**src/rtl/sliding_window_packet_buffer_assert.svh**
```systemverilog
// ----------------------------------------------------------------------------
// Assertion macros for the packet buffer
// Concurrent checks that are compiled out for synthesis.
// ----------------------------------------------------------------------------
`ifndef SLIDING_WINDOW_PACKET_BUFFER_ASSERT_SVH
`define SLIDING_WINDOW_PACKET_BUFFER_ASSERT_SVH
`ifndef SYNTHESIS
`define SWPB_ASSERT(lbl, prop, msg) \
   lbl: assert property (@(posedge clock) disable iff (reset) prop) else $error(msg);
`define SWPB_ASSERT_NEVER(lbl, cond, msg) \
   lbl: assert property (@(posedge clock) disable iff (reset) !(cond)) else $error(msg);
`else
`define SWPB_ASSERT(lbl, prop, msg)
`define SWPB_ASSERT_NEVER(lbl, cond, msg)
`endif
`endif

```
**src/rtl/swpb_mod.sv**
```systemverilog
// ----------------------------------------------------------------------------
// swpb_mod
// Restoring remainder unit: 32-bit value modulo the window size, one bit a cycle.
// ----------------------------------------------------------------------------
module swpb_mod #(
   parameter int CNT_W = 5
) (
   input  logic             clock,
   input  logic             reset,
   input  logic             start,
   input  logic [31:0]      dividend,
   input  logic [CNT_W-1:0] divisor,
   output logic             done,
   output logic [CNT_W-1:0] remainder
);
   logic             run_ff, run_in;
   logic             done_ff, done_in;
   logic [4:0]       bit_ff, bit_in;
   logic [31:0]      dvd_ff, dvd_in;
   logic [CNT_W-1:0] rem_ff, rem_in;
   logic [CNT_W:0]   trial;

   always_ff @(posedge clock) begin
      if (reset) begin
         run_ff  <= 1'b0;
         done_ff <= 1'b0;
         bit_ff  <= '0;
      end else begin
         run_ff  <= run_in;
         done_ff <= done_in;
         bit_ff  <= bit_in;
      end
      dvd_ff <= dvd_in;
      rem_ff <= rem_in;
   end

   always_comb begin
      run_in  = run_ff;
      done_in = 1'b0;
      bit_in  = bit_ff;
      dvd_in  = dvd_ff;
      rem_in  = rem_ff;
      trial   = {rem_ff, dvd_ff[31]};
      if (start) begin
         run_in = 1'b1;
         bit_in = '0;
         dvd_in = dividend;
         rem_in = '0;
      end else if (run_ff) begin
         if (trial >= {1'b0, divisor}) begin
            trial = trial - {1'b0, divisor};
         end
         rem_in = trial[CNT_W-1:0];
         dvd_in = {dvd_ff[30:0], 1'b0};
         bit_in = bit_ff + 5'd1;
         if (bit_ff == 5'd31) begin
            run_in  = 1'b0;
            done_in = 1'b1;
         end
      end
   end

   assign done      = done_ff;
   assign remainder = rem_ff;
endmodule

```
**config.mk**
```make
export PLATFORM = sky130hd
export DESIGN_NAME = swpb_mod
export DESIGN_NICKNAME = d
export VERILOG_FILES = /design/src/rtl/sliding_window_packet_buffer_assert.svh /design/src/rtl/swpb_mod.sv
export SDC_FILE = /design/constraint.sdc
export NUM_CORES = 1
export LEC_CHECK = 0
export BUFFER_PORTS_ARGS = -buffer_cell sky130_fd_sc_hd__buf_2
export CAP_MARGIN = 0
export CORE_MARGIN = 4
export CORE_UTILIZATION = 53
export DETAILED_ROUTE_END_ITERATION = 10
export GPL_TIMING_DRIVEN = 0
export PLACE_DENSITY = 0.76
export SETUP_SLACK_MARGIN = 0.3
export SYNTH_ARGS = -nofsm -noshare
export SYNTH_HDL_FRONTEND = slang
export SYNTH_SLANG_ARGS = --single-unit
```
**constraint.sdc**
```tcl
create_clock -name clock -period 2.2 [get_ports clock]
set_input_delay 0.22 -clock clock [delete_from_list [all_inputs] [get_ports clock]]
set_output_delay 0.22 -clock clock [all_outputs]
set_load 0.05 [all_outputs]
```
Yosys cells after proc, flatten, opt, wreduce, memory -nomap -nowiden
Cells that the tools add are included.
{"block": "classes", "n_bitwise": 1, "reduce_logical": 3, "addsub": 2, "n_eq_ne": 1, "n_mux": 7, "magnitude_cmp": 1}
{"operator": "32-bit two-way mux", "n": 2}
{"operator": "6-bit by 5-bit greater-or-equal comparator with 1-bit output", "n": 1}
{"operator": "5-bit by 1-bit adder with 5-bit output (second input constant)", "n": 1}
{"operator": "5-bit equality test (second input constant)", "n": 1}
{"operator": "5-bit two-way mux", "n": 1}
{"operator": "5-bit subtractor", "n": 1}
{"operator": "1-bit two-way mux", "n": 4}
{"operator": "3-bit OR reduction", "n": 1}
{"operator": "2-bit nonzero test", "n": 1}
{"operator": "2-bit OR reduction", "n": 1}
{"operator": "1-bit NOT", "n": 1}
{"block": "word_totals", "inputBits": 40, "wordCells": 20, "ff_bits": 44, "out_inout_bits": 6}

Longest topological paths before layout
Gate-level depths: netlist (run 1).
{"block": "logic_depth", "depth_word": 4, "depth_mapped": 8, "ltp_nobuf": 8}

Worst setup path after synthesis (run 1)
Ideal clock, no wire load.
{"block": "synth_timing", "path_type": "reg2reg", "start": "register rem_ff[0] (netlist: remainder[0])", "end": "register rem_ff[2] (netlist: remainder[2])", "path_stages_with_launch": 6, "t_required_ps": 2083, "slack_ps": 206, "arrival_time_ps": 1877, "synth_period_minus_slack_ps": 1994, "path_cell_list": "dfxtp_1 -> fa_1 -> a21oi_2 -> o221ai_4 -> mux2_2 -> a22o_1"}
{"block": "synth_between", "elab_chain_len": 2}
{"element": "start: declaration", "line_no": "swpb_mod.sv:20", "rtl": "logic [CNT_W-1:0] rem_ff, rem_in;"}
{"element": "start signal: assignment", "line_no": "swpb_mod.sv:34", "rtl": "rem_ff <= rem_in;"}
{"element": "5-bit subtractor / 6-bit by 5-bit greater-or-equal comparator with 1-bit output (equally long branches)", "line_no": "swpb_mod.sv:51, swpb_mod.sv:50"}
{"element": "5-bit two-way mux (*)", "line_no": "swpb_mod.sv:50", "rtl": "if (trial >= {1'b0, divisor}) begin"}
Every way passes the cells marked *; elsewhere a longest branch is shown, timed or not.
A chain may end at the register's enable or synchronous reset.

Worst setup path in the final report (run 1)
{"block": "layout_timing", "start": "register dvd_ff[31]", "end": "register rem_ff[2] (netlist: remainder[2])"}
{"block": "layout_between", "elab_chain_len": 2}
{"element": "start: declaration", "line_no": "swpb_mod.sv:19", "rtl": "logic [31:0] dvd_ff, dvd_in;"}
{"element": "start signal: assignment", "line_no": "swpb_mod.sv:33", "rtl": "dvd_ff <= dvd_in;"}
{"element": "5-bit subtractor / 6-bit by 5-bit greater-or-equal comparator with 1-bit output (equally long branches)", "line_no": "swpb_mod.sv:51, swpb_mod.sv:50"}
{"element": "5-bit two-way mux (*)", "line_no": "swpb_mod.sv:50"}
Marked as above.

==> metrics.txt, run 1 <==
status=complete, no violations; ys async rst share=0%; Die X=70.6 um; CTS root buf=clkbuf_8; MaxCap Viol Count=0; initial antenna violation count=0; num rows=22; Initial Utilization=55.9%; fin nets=249; Switch Pwr=0.000448 W; Hold Path Sink=run_ff; worst endpoint required time=2390 ps; critical-path cell list=inv_2 -> ha_4 -> inv_2 -> fa_2 -> a21oi_4 -> o221ai_4 -> mux2_4 -> a22o_1; actual slew at the worst max-slew pin=1140 ps; TritonCTS clock tree=done; max incr delay on CP=390 ps; per-cell routed wire length=14.2 um; share of cells above drive strength 1=53.0%; filler cell count=290; FF-to-FF path depth=8; RSZ-0062 raised after global routing=true; I/O pin count=46; Sequential Power Share=52.1%; Area Overhead vs Synth=22.1%; PortBufs=44; Hold Fails Final Rpt=0; slew margin rel.=23.6%; hold_buf cts=0; TritonCTS Buffers=5; clk slew on worst S/H paths=80 ps; reg2reg end=remainder[2]; post-route minimum period=1950 ps; ANT nets after route=0; cell area after synthesis=2080 um2; Via density=5.12; WHS=180 ps; Ys Warns=0; DP HPWL=2.60 mm; first-pass GRT wire length=5.93 mm; GPL Wtd Cong=0.702; Yosys reg bits=44; Clk pwr share=31.4%; CP bufs+invs=2; CP dominant cell by count=inv_2; Post-route DRC=0; Crit Path Max Fanout=4; highest clock rate=514 MHz; Die Height=70.6 um; setup TNS=0 ps; cell at the slowest stage of the critical path=edfxtp_1; Total Wirelength=3.54 mm; Gate power share=16.5%; clk_skew=3.87 ps; routed vias=1280; Final Cycle Share=88.4%; worst vdd ir=0.447 mV; DP Worst Slack=180 ps; commonest cells after routing, fill and taps aside=buf_2, edfxtp_1, mux2_2, dfxtp_1, inv_1; number of synthesized flops with an enable pin=32; Startpoint Class=register; sw frac=23.3%; final setup violation count=0; WP data arrival=2130 ps; Core ar.=3720 um2; Final Cell Area=2530 um2; Syn Inst Count=145; commonest non-fill, non-tap cell in the layout=buf_2; post-synthesis sequential area ratio=57.9%; Synth cell types=31; Syn Nets=193; Pwr Total=0.00192 W; CTS Buffer Depth=2; Hold/Removal Path Class=primary input to register; hold path start=reset; Sink Count=44; total track usage=14.9%; Worst path top cell family by delay=compound AO/OA/AOI/OAI gates; vias in the first global route=1325; hold-critical path depth=2; Pint=0.00148 W; pwr/cell area=759 nW/um2; die area=4980 um2; Post-DP Area=2360 um2; Syn Area/Cell=14.3 um2; largest net degree at the start of global routing=33; Primary FF master, synth=edfxtp_1; Worst setup EP type=register; WP depth=8; static leakage=1.04 nW; Pre-Repair DR Iteration Count=4; max-slew violations=0; number of H-tree levels=2; worst r2r src=dvd_ff[31]; post-route setup slack=255 ps; initial DRC count=88; FF-to-FF setup slack=250 ps; ant diodes=0; Worst Setup Path Type=register to register; clk_lat worst skew=290 ps; GRT Residual Overflow=0
through the flow:
| step | cells | util (%) |
|---|---|---|
| 6_report | 250 | 68.2 |
| 5_1_grt | 250 | 68.2 |
| 2_1_floorplan | 145 | - |
| 3_3_place_gp | 237 | 63.6 |
| 4_1_cts | 249 | 68.0 |
| 3_5_place_dp | 237 | 63.6 |
final cells by class:
class	count	area, um2	area share, %
well taps	48	60.1	2.37
inverters	9	33.8	1.33
clock buffers	5	68.8	2.71
repair buffers	49	258	10.2
flip-flops and latches	44	1200	47.5
clock inverters	3	42.5	1.68
plain buffers	6	28.8	1.14
multi-input cells	86	838	33.1
power groups by stage:
stage               registers, W  logic (W)  clock network, W
detailed placement       0.00102   0.000286                 0
floorplan                0.00104   0.000188                 0
finish                   0.00100   0.000318          0.000604
global placement         0.00102   0.000274                 0
global route             0.00101   0.000346          0.000661
CTS                      0.00100   0.000316          0.000622
flip-flops by register name, indices dropped and copies added (netlist names):
| register | flops |
|---|---|
| dvd_ff | 32 |
| bit_ff | 5 |
| remainder | 5 |
| done | 1 |
| run_ff | 1 |
per-layer routing:
metal / vias to the layer above / wire, um / global-route usage, %
li1: 641 / - / -
met1: 595 / 1540 / 18.7
met2: 36 / 1760 / 25.2
met3: 8 / 211 / 4.12
met4: 0 / 40 / 5.01
met5: - / 0 / 0
worst max-delay path by stage:
stage | start | slack [ps] | end
2_1_floorplan | remainder[3] | 310 | remainder[2]
3_3_place_gp | dvd_ff[31] | 240 | remainder[2]
3_5_place_dp | dvd_ff[31] | 180 | remainder[2]
4_1_cts | dvd_ff[31] | 240 | remainder[2]
5_1_grt | dvd_ff[31] | 170 | remainder[2]
6_report | dvd_ff[31] | 250 | remainder[2]
cell usage after synthesis, types with 2 or more instances:
| cell type | count | area (um2) |
|---|---|---|
| a21oi_1 | 2 | 10.0 |
| nor2_1 | 5 | 18.8 |
| xnor2_1 | 3 | 26.3 |
| ha_1 | 7 | 87.6 |
| edfxtp_1 | 32 | 961 |
| nand2_1 | 6 | 22.5 |
| xor2_1 | 3 | 26.3 |
| o21ai_0 | 2 | 10.0 |
| dfxtp_1 | 12 | 240 |
| inv_1 | 9 | 33.8 |
| o2bb2a_1 | 2 | 20.0 |
| nor3_1 | 5 | 25.0 |
| mux2_2 | 32 | 360 |
| a211oi_2 | 2 | 25.0 |
| mux2i_1 | 3 | 30.0 |
| buf_2 | 5 | 25.0 |
worst reg2reg max path, cell delays in order, from the launching register on:
cell and delay, ps:
edfxtp_1 390, inv_2 90, ha_4 130, inv_2 40
fa_2 360, a21oi_4 160, o221ai_4 170, mux2_4 330
a22o_1 170
cell families after synthesis:
logic type	share of synthesized area [%]
and+or+nand+nor	5.85
buffers and inverters	3.01
xor gates and xnor gates	2.53
AOI/OAI and AO/OA	6.03
muxes	19.5
adders and majority gates	5.18
DFF	57.9
repair_timing:
action | CTS | global route
setup buffers | 4 | 1
pin swaps | 5 | 4
endpoints found under the hold margin | 0 | 0
setup endpoints to repair | 4 | 5
gates resized for setup | 6 | 0
Note: power is estimated with default switching activity, not from simulation.
==> inputs of run 2 (changes only) <==
--- a/config.mk
+++ b/config.mk
@@ -5,13 +5,15 @@
 export SDC_FILE = /design/constraint.sdc
 export NUM_CORES = 1
 export LEC_CHECK = 0
+export ABC_AREA = 1
 export BUFFER_PORTS_ARGS = -buffer_cell sky130_fd_sc_hd__buf_2
 export CAP_MARGIN = 0
 export CORE_MARGIN = 4
-export CORE_UTILIZATION = 53
+export CORE_UTILIZATION = 54
 export DETAILED_ROUTE_END_ITERATION = 10
 export GPL_TIMING_DRIVEN = 0
-export PLACE_DENSITY = 0.76
+export HOLD_SLACK_MARGIN = 0.12
+export PLACE_DENSITY = 0.77
 export SETUP_SLACK_MARGIN = 0.3
 export SYNTH_ARGS = -nofsm -noshare
 export SYNTH_HDL_FRONTEND = slang
==> metrics.txt, run 2 <==
worst endpoint required time=2120 ps; post-synthesis sequential area ratio=56.1%; Syn Nets=292; Startpoint Class=register; TritonCTS Buffers=5; total track usage=16.3%; Sink Count=44; Syn Inst Count=244; vias in the first global route=1565; initial antenna violation count=0; Largest Register=dvd_ff; setup TNS=0 ps; Pwr Total=0.00195 W; Synth top cells by count=nand2_1, edfxtp_1, inv_1, dfxtp_1, nand3_1; critical-path cell list=nor2_1 -> clkinvlp_4; fin nets=345; Post-route DRC=0; MaxCap Viol Count=0; post-route minimum period=1760 ps; ys async rst share=0%; GPL Wtd Cong=0.790; Worst setup EP type=register; ANT nets after route=0; Via density=4.79; Worst Setup Path Type=register to register; status=complete, no violations; clk_lat worst skew=290 ps; max FFs per register=32; Layout Cells excl Fill=346; commonest cells after routing, fill and taps aside=nand2_1, buf_2, edfxtp_1, inv_1, dfxtp_1; Synth top area share=44.9%; share of cells above drive strength 1=22.8%; hold path start=dividend[0]; GRT Residual Overflow=0; filler cell count=325; number of synthesized flops with an enable pin=32; PortBufs=44; commonest non-fill, non-tap cell in the layout=nand2_1; dpl cells=336; Final Cell Area=2550 um2; Yosys reg bits=44; pwr/cell area=763 nW/um2; Pre-Repair DR Iteration Count=4; Die X=70.9 um; DP HPWL=2.79 mm; Post-DP Area=2420 um2; Hold/Removal Path Class=primary input to register; Primary FF master, synth=edfxtp_1; max-slew violations=0; max incr delay on CP=530 ps; Ys Warns=0; slew margin rel.=62.4%; CTS Buffer Depth=2; TritonCTS clock tree=done; cell at the slowest stage of the critical path=clkinvlp_4; launch point of the worst path=run_ff; WP data arrival=1680 ps; worst r2r src=run_ff; num rows=22; clk slew on worst S/H paths=80 ps; Synth area leaders=edfxtp_1, nand2_1, dfxtp_1; Final Cycle Share=80.2%; most frequent cell after synthesis=nand2_1; Synth cell types=25; actual slew at the worst max-slew pin=562 ps; ant diodes=0; RSZ-0062 raised after global routing=false; worst vdd ir=0.516 mV; highest clock rate=567 MHz; routed vias=1658; CTS root buf=clkbuf_8; clk_skew=6.59 ps; post-CTS setup buffers=0; Total Wirelength=3.94 mm; Initial Utilization=57.2%; largest net degree at the start of global routing=36; Area Overhead vs Synth=19.1%; final setup violation count=0; Die Height=70.9 um; per-cell routed wire length=11.4 um; Syn Area/Cell=8.77 um2; area leader, netlist=edfxtp_1; first-pass GRT wire length=6.47 mm; Core ar.=3740 um2; number of H-tree levels=2; Layout Utilization=68.1%; die area=5030 um2; Crit Path Max Fanout=18; static leakage=1.26 nW; initial DRC count=124; I/O pin count=46; Hold Fails Final Rpt=0; cell area after synthesis=2140 um2
run 2: cell count changes in the layout (fill, tap and decap cells not counted), moves of 5 or more:
cell     delta
buf_4       -5
inv_1      +13
mux2_2     -31
nand2_1   +114
nand3_1    +10
run 2: worst paths after layout:
kind | end | slack (ps) | depth (start not counted)
max | dvd_ff[24] | 440 | 2
min | dvd_ff[0] | 180 | 3
max reg2reg | dvd_ff[24] | 440 | 2
min reg2reg | bit_ff[4] | 490 | 2
run 2: cell families (layout without fill, tap and decap cells):
| kind of cell | after synthesis | count (layout) | synth area share, % |
|---|---|---|---|
| fa+ha+maj | 8 | 8 | 5.03 |
| compound gates | 11 | 11 | 2.92 |
| flops | 44 | 44 | 56.1 |
| buf+inv | 31 | 85 | 5.73 |
| simple gates | 149 | 149 | 29.8 |
| xor+xnor | 1 | 1 | 0.409 |
run 2: worst max-delay path, delay by kind of cell (launching register included):
kind | cells | cell delay [ps]
flops | 1 | 370
simple gates | 1 | 480
buf+inv | 1 | 530
run 2: stage by stage:
stage	hold WS, ps	setup WS, ps
after floorplan	296	525
after global placement	416	304
after detailed placement	424	338
after CTS	180	315
after global routing	197	322
final	184	437
run 2: timing repair:
action	CTS	global route
hold endpoints to repair	2	0
gates resized for setup	0	2
setup endpoints to repair	0	34
hold buffers	1	0
run 2: routing by layer:
layer	share of wire [%]	GRT usage (%)	up-vias	routed length, um
met5	0	0	-	0
met4	2.4	8.56	0	94
met3	5.8	3.84	9	227
met2	47	26.5	40	1870
met1	44	20.2	729	1750
li1	-	-	880	-
run 2: power breakdown:
part | switching (W) | internal, W
Clock | 0.000255 | 0.000337
Sequential | 0.0000314 | 0.000979
Combinational | 0.000217 | 0.000126
Total | 0.000504 | 0.00144
run 2: final cells by class:
| type | count | area [um2] | share of cell area (%) |
|---|---|---|---|
| Inverter | 24 | 93.8 | 3.68 |
| Clock buffer | 6 | 72.6 | 2.85 |
| Tap cell | 48 | 60.1 | 2.36 |
| Timing Repair inverter | 1 | 7.51 | 0.295 |
| Timing Repair Buffer | 45 | 230 | 9.03 |
| Buffer | 7 | 32.5 | 1.28 |
| Multi-Input combinational cell | 169 | 816 | 32.0 |
| Sequential cell | 44 | 1200 | 47.1 |
| Clock inverter | 2 | 35.0 | 1.37 |
